### src/rtl/qat_pkg.sv
// Shared types and character codes for the quoted argument tokenizer.
`timescale 1ns / 1ps

package qat_pkg;

    // Character codes with special meaning
    localparam logic [7:0] CH_TAB    = 8'd9;
    localparam logic [7:0] CH_LF     = 8'd10;
    localparam logic [7:0] CH_CR     = 8'd13;
    localparam logic [7:0] CH_SPACE  = 8'd32;
    localparam logic [7:0] CH_DQUOTE = 8'd34;
    localparam logic [7:0] CH_HASH   = 8'd35;
    localparam logic [7:0] CH_SQUOTE = 8'd39;
    localparam logic [7:0] CH_LPAREN = 8'd40;
    localparam logic [7:0] CH_RPAREN = 8'd41;
    localparam logic [7:0] CH_COMMA  = 8'd44;
    localparam logic [7:0] CH_LBRACE = 8'd123;
    localparam logic [7:0] CH_RBRACE = 8'd125;

    // Quoting kinds
    localparam logic [1:0] Q_NONE   = 2'd0;
    localparam logic [1:0] Q_DOUBLE = 2'd1;
    localparam logic [1:0] Q_SINGLE = 2'd2;
    localparam logic [1:0] Q_BRACE  = 2'd3;

    // Configuration register indexes
    localparam int unsigned CFG_IDX_W = 4;
    localparam logic [CFG_IDX_W-1:0] CFG_USE_QUOTES     = 4'd0;
    localparam logic [CFG_IDX_W-1:0] CFG_USE_CURLIES    = 4'd1;
    localparam logic [CFG_IDX_W-1:0] CFG_STRIP_BRACKETS = 4'd2;
    localparam logic [CFG_IDX_W-1:0] CFG_COMMA_IS_PLAIN = 4'd3;

    typedef struct packed {
        logic use_quotes;
        logic use_curlies;
        logic strip_brackets;
        logic comma_is_plain;
    } t_cfg;

    typedef struct packed {
        logic [1:0] quote_kind;
        logic       token_has_chars;
        logic       line_over;
    } t_state;

    typedef struct packed {
        logic       append_valid;
        logic [7:0] append_char;
        logic       token_end;
        logic       token_kept;
        logic       line_end;
    } t_result;

    localparam t_state STATE_CLEAR = '{quote_kind: Q_NONE, token_has_chars: 1'b0,
                                       line_over: 1'b0};

endpackage

### src/rtl/qat_step.sv
// Per-character decode and line state update of the tokenizer.
`timescale 1ns / 1ps

module qat_step (
    input  qat_pkg::t_cfg    i_cfg,
    input  qat_pkg::t_state  i_state,
    input  logic [7:0]       i_character,
    input  logic             i_last_in_line,
    output qat_pkg::t_state  o_state,
    output qat_pkg::t_result o_result
);

    always_comb begin
        qat_pkg::t_state nxt;
        logic            app;
        logic            tok_end;
        logic            by_quote;
        logic            eol;
        logic            kept;
        logic [1:0]      kind;

        nxt      = i_state;
        app      = 1'b0;
        tok_end  = 1'b0;
        by_quote = 1'b0;
        eol      = 1'b0;
        kept     = 1'b0;
        kind     = (i_character == qat_pkg::CH_DQUOTE) ? qat_pkg::Q_DOUBLE
                                                       : qat_pkg::Q_SINGLE;

        if (i_state.line_over) begin
            // Skip the rest of the line, report only line end
            eol = 1'b1;
            if (i_last_in_line) begin
                nxt = qat_pkg::STATE_CLEAR;
            end
        end else begin
            case (i_character)
                qat_pkg::CH_LF, qat_pkg::CH_CR, qat_pkg::CH_HASH: begin
                    tok_end = 1'b1;
                    eol     = 1'b1;
                end
                qat_pkg::CH_COMMA: begin
                    if (i_cfg.comma_is_plain || i_state.quote_kind != qat_pkg::Q_NONE) begin
                        app = 1'b1;
                    end else if (i_state.token_has_chars) begin
                        tok_end = 1'b1;
                    end
                end
                qat_pkg::CH_TAB, qat_pkg::CH_SPACE: begin
                    if (i_state.quote_kind != qat_pkg::Q_NONE) begin
                        app = 1'b1;
                    end else if (i_state.token_has_chars) begin
                        tok_end = 1'b1;
                    end
                end
                qat_pkg::CH_DQUOTE, qat_pkg::CH_SQUOTE: begin
                    if (i_cfg.use_quotes) begin
                        if (i_state.quote_kind == qat_pkg::Q_NONE) begin
                            nxt.quote_kind = kind;
                        end else if (i_state.quote_kind == kind) begin
                            nxt.quote_kind = qat_pkg::Q_NONE;
                            by_quote       = 1'b1;
                            tok_end        = 1'b1;
                        end else begin
                            app = 1'b1;
                        end
                    end
                end
                qat_pkg::CH_LBRACE, qat_pkg::CH_RBRACE: begin
                    if (!i_cfg.use_curlies) begin
                        app = 1'b1;
                    end else if (i_state.quote_kind == qat_pkg::Q_BRACE &&
                                 i_character == qat_pkg::CH_RBRACE) begin
                        nxt.quote_kind = qat_pkg::Q_NONE;
                    end else begin
                        if (i_state.quote_kind != qat_pkg::Q_NONE) begin
                            app = 1'b1;
                        end
                        if (i_character == qat_pkg::CH_LBRACE) begin
                            nxt.quote_kind = qat_pkg::Q_BRACE;
                        end
                    end
                end
                qat_pkg::CH_LPAREN, qat_pkg::CH_RPAREN: begin
                    app = !i_cfg.strip_brackets;
                end
                default: begin
                    app = 1'b1;
                end
            endcase

            if (app) begin
                nxt.token_has_chars = 1'b1;
            end
            if (i_last_in_line) begin
                tok_end = 1'b1;
                eol     = 1'b1;
            end
            if (tok_end) begin
                kept                = nxt.token_has_chars || by_quote;
                nxt.quote_kind      = qat_pkg::Q_NONE;
                nxt.token_has_chars = 1'b0;
            end
            if (eol) begin
                if (i_last_in_line) begin
                    nxt = qat_pkg::STATE_CLEAR;
                end else begin
                    nxt.line_over = 1'b1;
                end
            end
        end

        o_state               = nxt;
        o_result.append_valid = app;
        o_result.append_char  = app ? i_character : 8'd0;
        o_result.token_end    = tok_end;
        o_result.token_kept   = kept;
        o_result.line_end     = eol;
    end

endmodule

### src/rtl/quoted_argument_tokenizer_unit.sv
// Top level of the quoted argument tokenizer: request registers and line state.
`timescale 1ns / 1ps

// Quoted argument tokenizer. Feed one character per request with a flag on
// the final character of the line; each request yields exactly one result
// that says whether the character joins the current argument, whether the
// argument closes (and is kept), and whether the line is over. Throughput
// is one character per clock while the result is not stalled: the input
// register holds the request, and the result register captures its decode
// once the result slot is free, with combinational decode logic between
// the two registers. A stalled result holds the request in the
// input register, and a new request is taken in the same cycle that the
// held one moves on. The line state (quote kind, argument nonempty, line
// over) lives in flip-flops that update when a request moves from the input
// register to the result register. Write the four one-bit configuration
// registers (index 0 use quotes, 1 use curlies, 2 strip brackets, 3 comma is
// plain; only data bit 0 is used, other indexes are ignored) only while no
// request is in flight.
module quoted_argument_tokenizer_unit (
    input  logic                          i_clk,
    input  logic                          i_rst_n,
    // configuration write port
    input  logic                          i_cfg_we,
    input  logic [qat_pkg::CFG_IDX_W-1:0] i_cfg_idx,
    input  logic                          i_cfg_data,
    // character requests
    input  logic                          i_in_valid,
    output logic                          o_in_stall,
    input  logic [7:0]                    i_character,
    input  logic                          i_last_in_line,
    // results
    output logic                          o_out_valid,
    input  logic                          i_out_stall,
    output logic                          o_append_valid,
    output logic [7:0]                    o_append_char,
    output logic                          o_token_end,
    output logic                          o_token_kept,
    output logic                          o_line_end
);

    qat_pkg::t_cfg    r_cfg;
    qat_pkg::t_state  r_state;
    qat_pkg::t_state  n_state;
    qat_pkg::t_result n_result;
    qat_pkg::t_result r_result;

    logic       r_in_valid;
    logic [7:0] r_character;
    logic       r_last;
    logic       r_out_valid;

    logic out_free;   // result register can take a new result this cycle
    logic in_load;    // input register takes a new request
    logic advance;    // held request is decoded into the result register

    assign out_free   = !r_out_valid || !i_out_stall;
    assign advance    = r_in_valid && out_free;
    // Input register frees up when its request moves on this cycle.
    assign o_in_stall = r_in_valid && !out_free;
    assign in_load    = i_in_valid && !o_in_stall;

    // Configuration registers
    always_ff @(posedge i_clk) begin
        if (!i_rst_n) begin
            r_cfg <= '0;
        end else if (i_cfg_we) begin
            case (i_cfg_idx)
                qat_pkg::CFG_USE_QUOTES:     r_cfg.use_quotes     <= i_cfg_data;
                qat_pkg::CFG_USE_CURLIES:    r_cfg.use_curlies    <= i_cfg_data;
                qat_pkg::CFG_STRIP_BRACKETS: r_cfg.strip_brackets <= i_cfg_data;
                qat_pkg::CFG_COMMA_IS_PLAIN: r_cfg.comma_is_plain <= i_cfg_data;
                default: begin
                    // drop writes to unknown indexes
                end
            endcase
        end
    end

    // Input register: hold the request until the result slot is free
    always_ff @(posedge i_clk) begin
        if (!i_rst_n) begin
            r_in_valid <= 1'b0;
        end else if (in_load) begin
            r_in_valid <= 1'b1;
        end else if (advance) begin
            r_in_valid <= 1'b0;
        end
    end

    always_ff @(posedge i_clk) begin
        if (in_load) begin
            r_character <= i_character;
            r_last      <= i_last_in_line;
        end
    end

    // Decode the held character against the current line state
    qat_step u_step (
        .i_cfg          (r_cfg),
        .i_state        (r_state),
        .i_character    (r_character),
        .i_last_in_line (r_last),
        .o_state        (n_state),
        .o_result       (n_result)
    );

    // Line state advances only as each request is decoded
    always_ff @(posedge i_clk) begin
        if (!i_rst_n) begin
            r_state <= qat_pkg::STATE_CLEAR;
        end else if (advance) begin
            r_state <= n_state;
        end
    end

    // Result register
    always_ff @(posedge i_clk) begin
        if (!i_rst_n) begin
            r_out_valid <= 1'b0;
        end else if (out_free) begin
            r_out_valid <= r_in_valid;
        end
    end

    always_ff @(posedge i_clk) begin
        if (advance) begin
            r_result <= n_result;
        end
    end

    assign o_out_valid    = r_out_valid;
    assign o_append_valid = r_result.append_valid;
    assign o_append_char  = r_result.append_char;
    assign o_token_end    = r_result.token_end;
    assign o_token_kept   = r_result.token_kept;
    assign o_line_end     = r_result.line_end;

endmodule
### config.mk
export PLATFORM = sky130hd
export DESIGN_NAME = quoted_argument_tokenizer_unit
export DESIGN_NICKNAME = d
export VERILOG_FILES = /design/src/rtl/qat_pkg.sv /design/src/rtl/qat_step.sv /design/src/rtl/quoted_argument_tokenizer_unit.sv
export SDC_FILE = /design/constraint.sdc
export NUM_CORES = 1
export LEC_CHECK = 0
export ABC_AREA = 0
export BUFFER_PORTS_ARGS = -buffer_cell sky130_fd_sc_hd__clkbuf_2
export CORE_ASPECT_RATIO = 0.9
export CORE_MARGIN = 5
export CORE_UTILIZATION = 35
export CTS_CLUSTER_DIAMETER = 150
export CTS_CLUSTER_SIZE = 40
export DETAILED_ROUTE_END_ITERATION = 10
export GPL_ROUTABILITY_DRIVEN = 0
export PLACE_DENSITY = 0.59
export SETUP_SLACK_MARGIN = 0.05
export SLEW_MARGIN = 20
export SYNTH_ARGS = -nofsm -noshare
export SYNTH_HDL_FRONTEND = slang
export SYNTH_SLANG_ARGS = --single-unit
### constraint.sdc
create_clock -name i_clk -period 4.8 [get_ports i_clk]
set_clock_uncertainty 0.2 [all_clocks]
set_input_delay 0 -clock i_clk [delete_from_list [all_inputs] [get_ports i_clk]]
set_output_delay 0 -clock i_clk [all_outputs]
set_load 0.1 [all_outputs]
==> run_results.csv <==
group,metric,value,unit
outcome,status,"completed",
placement,place.port_buffers,32,
power,p_per_area,307,nW/um2
layout,seq_area,831,um2
global_routing,grt_pass1_vias,1313,
yosys,yosys.area.top_type_share,0.384,
layout,drive_gt1_frac,0.204,
sta,hold_viol_final,0,
clock_tree,insertion_delay,0.28,ns
yosys,yosysWarnings,0,
clock_tree,cts_tree,"done",
critical_path,critical-path-max-stage-delay,0.65,ns
yosys,yosysSeqAreaShare,0.506,
clock_tree,clk_path_buf_depth,2,
clock_tree,holdBufCountCts,22,
die,placementRows,23,
critical_path,crit_family,"compound AO/OA/AOI/OAI gates",
sta,tns,0,ns
global_routing,grtUsageTotal,0.135,
power,leakagePower,0.000830,uW
layout,multi_input_area,762,um2
die,start_util,0.366,
layout,nets,239,
critical_path,cp_slowest_cell,"edfxtp_1",
yosys,yosys.cell_types.count,45,
critical_path,crit_cells,6,
critical_path,required,4.64,ns
placement,pre_cts_slack,2.12,ns
critical_path,crit_path_start_kind,"register",
critical_path,arrival,2.54,ns
die,die_w,82.2,um
critical_path,path_cells,"or3b_1 -> o211ai_2 -> o2bb2ai_1 -> a32oi_1 -> o41a_1 -> and2_1",
critical_path,cp.buffers_inverters,0,
critical_path,reg2reg_depth,6,
sta,maxSlewViolCount,0,
clock_tree,cts_resized,0,
layout,fillCellCount,430,
detailed_routing,drtPass1Iterations,4,
sta,fmax,371,MHz
global_routing,grt_max_degree,18,
yosys,synth_area_leaders,"edfxtp_1 38%, dfxtp_1 12%, nor2_1 4.3%, and2_1 3.4%, mux2i_1 3.0%",
sta,setup_violations,0,
detailed_routing,ant_nets,0,
clock_tree,post_cts_buffers,0,
layout,post-route-util,0.490,
power,peakVddDrop,180,uV
sta,max_slew_margin,0.495,
yosys,avgSynthCellArea,10.0,um2
detailed_routing,vias,1402,
detailed_routing,wl_per_cell,13.1,um
yosys,synth-async-reset-ratio,0,
placement,hpwl,2580,um
clock_tree,cts_sinks,31,
layout,antenna_cells,0,
die,die-area,6160,um2
global_routing,grt_overflow,0,
layout,area.growth.synth_to_final,33.9,%
yosys,yosysTopAreaCell,"edfxtp_1",
sta,rsz0062_at_grt,"false",
yosys,netlist_area,1640,um2
sta,worstMarginPinSlew,0.750,ns
flow_run,cap_violations,0,
detailed_routing,avgViaCountPerCell,4.95,
clock_tree,h-tree-depth,2,
global_routing,grt_antenna_before_repair,0,
die,dieHeight,75.0,um
detailed_routing,drc,0,
yosys,ys.flop_type,"edfxtp_1",
critical_path,cp-end-kind,"register",
yosys,syn_nets,183,
yosys,synth-edff-count,21,
critical_path,crit_type,"register to register",
die,coreArea,4490,um2
clock_tree,clock-root-buffer,"clkbuf_8",
sta,layout_min_cycle_time,2.70,ns
global_routing,grt_pass1_wl,6190,um
worst_hold_path,hold_path_class,"input pin to register",
clock_tree,clk_pin_slew_worst_paths,0.07,ns
detailed_routing,drt_wl_total,3700,um
sta,min_period_over_period,0.562,
clock_tree,cts_buffers,5,
worst_hold_path,min_path_cells,6,
detailed_routing,drt_first_iter_violations,85,
sta,setup_slack,2.10,ns
yosys,ys_ff_latch,31,
critical_path,crit_fanout,17,
yosys,synthCells,164,
die,io_pins,33,
[worst paths after layout]
check	slack, ns	from	to
max	2.10	r_character[1]	o_append_char[3]
min	0.02	i_cfg_idx[2]	r_cfg[3]
max reg2reg	2.10	r_character[1]	o_append_char[3]
min reg2reg	0.32	r_state[1]	r_state[1]
[cell usage after synthesis (2+ instances only)]
library cell,instances
nand3b_1,3
a21boi_0,2
nand4_1,2
o21ai_0,5
nand3_1,4
a211oi_1,2
nand2_1,13
mux2i_1,5
edfxtp_1,21
nor4_1,2
a31oi_1,3
nand2b_1,2
a21oi_1,6
buf_2,3
inv_1,5
nor4b_1,2
xnor2_1,2
nor3_1,4
dfxtp_1,10
o32ai_1,2
a41o_1,2
clkbuf_1,3
nor2b_1,6
and2_1,9
or3b_1,2
nor2_1,19
a32oi_1,3
o2bb2ai_1,2
or3_1,4
[layout by cell type, fill, tap and decap left out, types with 2 or more instances in the layout]
cell | synthesis | routed
inv_1 | 5 | 5
and2_1 | 9 | 9
or3_1 | 4 | 4
nand4_1 | 2 | 2
mux2i_1 | 5 | 5
a31oi_1 | 3 | 3
nand3_1 | 4 | 4
nand2_1 | 13 | 13
clkbuf_2 | 0 | 32
a41o_1 | 2 | 2
clkbuf_8 | 0 | 6
nand3b_1 | 3 | 3
dlygate4sd3_1 | 0 | 22
edfxtp_1 | 21 | 21
a211oi_1 | 2 | 2
o32ai_1 | 2 | 2
nor4b_1 | 2 | 2
a21boi_1 | 1 | 2
dfxtp_1 | 10 | 10
or3b_1 | 2 | 2
a32oi_1 | 3 | 3
nor2_1 | 19 | 19
o21ai_0 | 5 | 5
o2bb2ai_1 | 2 | 2
nor2b_1 | 6 | 6
nor3_1 | 4 | 4
a21oi_1 | 6 | 6
nand2b_1 | 2 | 2
nor4_1 | 2 | 2
xnor2_1 | 2 | 2
[logic make-up (layout without fill, tap and decap cells)]
logic type             after synthesis  count (layout)  synth area share
AND/OR/NAND/NOR                     78              78             0.258
AO/OA/AOI/OAI                       35              35             0.160
flip-flops                          31              31             0.506
buffers and inverters               12              69            0.0297
multiplexers                         5               5            0.0305
XOR/XNOR                             3               3            0.0160
[layout make-up]
class / count / share of cell area
flip-flops and latches: 31 / 0.378
multi-input cells: 121 / 0.347
repair buffers: 55 / 0.176
clock buffers: 6 / 0.0376
well taps: 62 / 0.0353
clock inverters: 2 / 0.0159
inverters: 6 / 0.0102
[report_power, final]
group          internal (uW)  switching [uW]  leakage (uW)
Clock                    168            96.0     0.0000612
Combinational           34.9            64.1      0.000490
Sequential               298            13.4      0.000279
[flip-flops by register name, summed over array words and instances, names as in the netlist]
name / count
o_out_valid: 1
r_last: 1
o_append_valid: 1
r_in_valid: 1
r_cfg: 4
o_append_char: 8
o_token_end: 1
o_line_end: 1
r_character: 8
o_token_kept: 1
r_state: 4
[layer usage]
metal  share of wire  GRT usage  up-vias
li1                -          -      723
met1            0.48      0.186      646
met2            0.45      0.195       27
met3           0.055     0.0455        6
met4           0.015     0.0498        0
met5               0          0        -
[worst min-delay path, stage by stage]
cell	delay, ns
clkbuf_2	0.07
nor2_1	0.04
nand2_1	0.09
nor3_1	0.06
mux2i_1	0.11
nor2_1	0.08
[metrics by stage]
stage | power (uW) | hold WS (ns) | instance area (um2) | std cells
after floorplan | 382 | -0.101 | 1640 | 164
after global placement | 404 | -0.0235 | 1860 | 253
after detailed placement | 404 | -0.0214 | 1860 | 253
after CTS | 683 | 0.0153 | 2200 | 283
after global routing | 706 | 0.0605 | 2200 | 283
final | 675 | 0.0168 | 2200 | 283
Power figures use the tool's default switching activity.
